File: config.mk
export PLATFORM = sky130hd
export DESIGN_NAME = qps_merge
export DESIGN_NICKNAME = d
export VERILOG_FILES = /design/src/rtl/core/qps_pkg.sv /design/src/rtl/core/qps_merge.sv
export SDC_FILE = /design/constraint.sdc
export NUM_CORES = 1
export LEC_CHECK = 0
export BUFFER_PORTS_ARGS = -buffer_cell sky130_fd_sc_hd__buf_2
export CORE_ASPECT_RATIO = 0.75
export CORE_UTILIZATION = 35
export DETAILED_ROUTE_END_ITERATION = 12
export PLACE_DENSITY = 0.73
export SETUP_SLACK_MARGIN = 0.05
export SYNTH_ARGS = -nofsm -noshare
export SYNTH_HDL_FRONTEND = slang
export SYNTH_SLANG_ARGS = --single-unit
File: constraint.sdc
create_clock -name clk -period 2.45 [get_ports clk]
set_input_delay 0.245 -clock clk [delete_from_list [all_inputs] [get_ports clk]]
set_output_delay 0.245 -clock clk [all_outputs]
set_load 0.01 [all_outputs]
File: src/rtl/core/qps_pkg.sv
// ----------------------------------------------------------------------------
// Phase stabiliser package
// Shared types and fixed constants for the error-ratio phase stabiliser.
// ----------------------------------------------------------------------------
package qps_pkg;

  // Fold window and adjust-loop constants, hundredths of a volt or Q0.16.
  localparam logic [13:0] VOLT_MIN      = 14'd100;
  localparam logic [13:0] VOLT_MAX      = 14'd10000;
  localparam logic [15:0] EXIT_MARGIN   = 16'd655;
  localparam logic [14:0] FIXED_STEP    = 15'd100;
  localparam logic [2:0]  FULL_STEPS    = 3'd5;
  localparam logic [15:0] START_DEFAULT = 16'd5000;

  // Configuration register indexes.
  typedef enum logic [3:0] {
    REG_DECISION_PERIODS  = 4'd0,
    REG_ERROR_THRESHOLD   = 4'd1,
    REG_HALF_WAVE_ONE     = 4'd2,
    REG_HALF_WAVE_TWO     = 4'd3,
    REG_START_VOLTAGE_ONE = 4'd4,
    REG_START_VOLTAGE_TWO = 4'd5,
    REG_TRIGGER_RUN_ONE   = 4'd6,
    REG_TRIGGER_RUN_TWO   = 4'd7
  } cfg_reg_e;

  // Input word: one counting period for both subspaces.
  typedef struct packed {
    logic [15:0] good_one;
    logic [15:0] bad_one;
    logic [15:0] good_two;
    logic [15:0] bad_two;
  } item_t;

  // Output word: one decision for both actuators.
  typedef struct packed {
    logic [13:0] volt_out_one;
    logic [13:0] volt_out_two;
    logic        moved_one;
    logic        moved_two;
    logic        range_fault_one;
    logic        range_fault_two;
    logic        adjusting_one;
    logic        adjusting_two;
  } result_t;

  // Per-lane configuration.
  typedef struct packed {
    logic [15:0] threshold;
    logic [13:0] half_wave;
    logic [3:0]  trigger_run;
    logic        load_start;
    logic [13:0] start_voltage;
  } lane_cfg_t;

  // Per-lane status towards the top level and the merge stage.
  typedef struct packed {
    logic busy;
    logic done;
  } lane_st_t;

  // Per-lane decision outcome.
  typedef struct packed {
    logic [13:0] volt;
    logic        moved;
    logic        fault;
    logic        adjusting;
  } lane_res_t;

endpackage

File: src/rtl/core/qps_merge.sv
// ----------------------------------------------------------------------------
// Phase stabiliser merge stage
// Joins both lanes' outcomes into one result word held in an output register.
// ----------------------------------------------------------------------------
module qps_merge (
  input  logic               clk,
  input  logic               rst,
  input  qps_pkg::lane_st_t  st_one,
  input  qps_pkg::lane_st_t  st_two,
  input  qps_pkg::lane_res_t res_one,
  input  qps_pkg::lane_res_t res_two,
  output logic               take,
  output logic               result_valid,
  input  logic               result_stall,
  output qps_pkg::result_t   result
);
  import qps_pkg::*;

  // Load when both lanes have finished and the register is free or draining.
  assign take = st_one.done && st_two.done && (!result_valid || !result_stall);

  always_ff @(posedge clk) begin
    if (rst) begin
      result_valid <= 1'b0;
    end else if (take) begin
      result_valid <= 1'b1;
    end else if (!result_stall) begin
      result_valid <= 1'b0;
    end
  end

  always_ff @(posedge clk) begin
    if (take) begin
      result.volt_out_one    <= res_one.volt;
      result.volt_out_two    <= res_two.volt;
      result.moved_one       <= res_one.moved;
      result.moved_two       <= res_two.moved;
      result.range_fault_one <= res_one.fault;
      result.range_fault_two <= res_two.fault;
      result.adjusting_one   <= res_one.adjusting;
      result.adjusting_two   <= res_two.adjusting;
    end
  end

endmodule
==> flow_summary.yaml <==
sta:
  fin_crit_ns: 1.56
  worstMarginPinSlew_ns: 0.540
  fin_worst_skew_ns: 0.0103
  final_max_slew_viol_count: 0
  layout_setup_ws_ns: 0.889
  setup_viol: 0
  timing.fmax_ghz: 0.641
  whs_ns: 0.114
  fin_setup_tns_ns: 0
  timing.final.crit_share: 0.637
  rsz0062_at_grt: "false"
  slew_headroom: 0.639
  hold_viol: 0
synthesis:
  syn_area_mm2: 0.00106
  syn_avg_cell_area_um2: 27.2
  yosys_register_bits: 35
  synthCells: 39
  ys_warn_count: 0
  synth-seq-area-share: 0.980
  yosysUniqueCellTypes: 5
  synthesis.nets: 80
grt:
  grt_usage: 0.135
  overflow: 0
  grt_start_max_net_pins: 19
  antenna_found_initial: 0
  grt_pass1_vias: 681
  grt_pass1_wl_um: 2920
power_and_ir_drop:
  ir_drop_v: 0.000518
  power_mw: 1.19
  powerDensity_mw_per_mm2: 747
  power_leakage_nw: 0.681
route:
  vias_per_cell: 4.11
  drcViolationCount: 0
  drt_wl_total_um: 1930
  drt-initial-drc-count: 11
  antenna_left: 0
  vias: 649
  wire_per_inst_um: 12.2
  dr.pass1.iters: 4
clock_network:
  h-tree-depth: 2
  clock-root-buffer: "clkbuf_8"
  cts_resized: 0
  cts.sinks: 35
  postCtsSetupBuffers: 0
  path_clk_slew_ns: 0.07
  clk_latency_ns: 0.28
  cts_buffers: 5
  clock_path_buffers: 2
  hold_buffers: 0
  cts_tree: "done"
cells_and_area:
  final_common_cell: "buf_2"
  final_cell_mix: "buf_2, edfxtp_1, clkbuf_8, nand2_1"
  antenna_cells: 0
  layout-drive-gt1-share: 0.689
  nNetsFinal: 162
  area_growth_pct: 49.5
  layout.cells.non_filler: 158
hold_path:
  holdCritPathClass: "input pin to flip-flop"
  whs_path_depth: 2
critical_path:
  critPathArrivalTime_ns: 1.32
  cp.required_ns: 2.20
  startpoint_type: "flip-flop"
  crit_type: "flip-flop to primary output"
  reg2reg_depth: 2
  crit_fanout: 18
  critPathCaptureType: "primary output"
die:
  die_x_um: 65.6
  placeableCoreArea_mm2: 0.00274
  start_util: 0.387
  fp.dieH_um: 49.7
  rows: 16
  die_area_mm2: 0.00326
  ioPinCount: 77
place:
  dp.cells: 150
  gp_congestion: 0.666
  place_ws_ns: 0.874
  portBuffers: 74
outcome:
  status: "finished, final reports clean"
job:
  cap_viol_max_count: 0
==> cell type report <==
class / instances / area (µm²)
clock buffer: 7 / 86.3
sequential: 35 / 1040
tap: 36 / 45.0
timing repair buffer: 75 / 378
multi-input combinational: 4 / 32.5
fill: 237 / 1150
clock inverter: 1 / 5.00
==> cell usage after synthesis (all sizes together) <==
| cell type | number | area share |
|---|---|---|
| dfxtp | 1 | 0.019 |
| edfxtp | 34 | 0.96 |
| a21oi | 2 | 0.013 |
| nand2 | 2 | 0.0071 |
==> layer usage <==
metal,share of wire,global-route usage
met1,0.41,0.127
met2,0.47,0.215
met3,0.11,0.0741
met4,0.015,0.109
met5,0,0
==> registers in the layout (all words and copies together) (netlist names) <==
signal / cells
result_valid: 1
result: 34
==> cells by family after synthesis <==
group / after synthesis / synth area share
DFF: 35 / 0.980
and+or+nand+nor: 2 / 0.00707
AOI/OAI and AO/OA: 2 / 0.0130
==> worst paths after layout <==
check / start / end / slack [ns]
min: rst / result_valid / 0.11
max reg2reg: result_valid / result[15] / 0.97
max: result_valid / take / 0.89
min reg2reg: result_valid / result_valid / 0.50
==> stage by stage <==
stage | utilization | area (µm²)
final | 0.579 | 1590
after global placement | 0.546 | 1500
after global routing | 0.579 | 1590
after detailed placement | 0.546 | 1500
after floorplan | - | 1070
after CTS | 0.579 | 1590
==> power by group <==
group	leakage [nW]	switching (mW)	total, mW	internal, mW
Clock	0.0482	0.184	0.410	0.226
Sequential	0.326	0.00625	0.694	0.688
Combinational	0.306	0.0424	0.0817	0.0394
==> critical path: stages (launching register included) <==
cell and delay (ns):
dfxtp_1 0.34, a21oi_4 0.46, buf_2 0.23
Note: power is estimated with default switching activity, not from simulation.
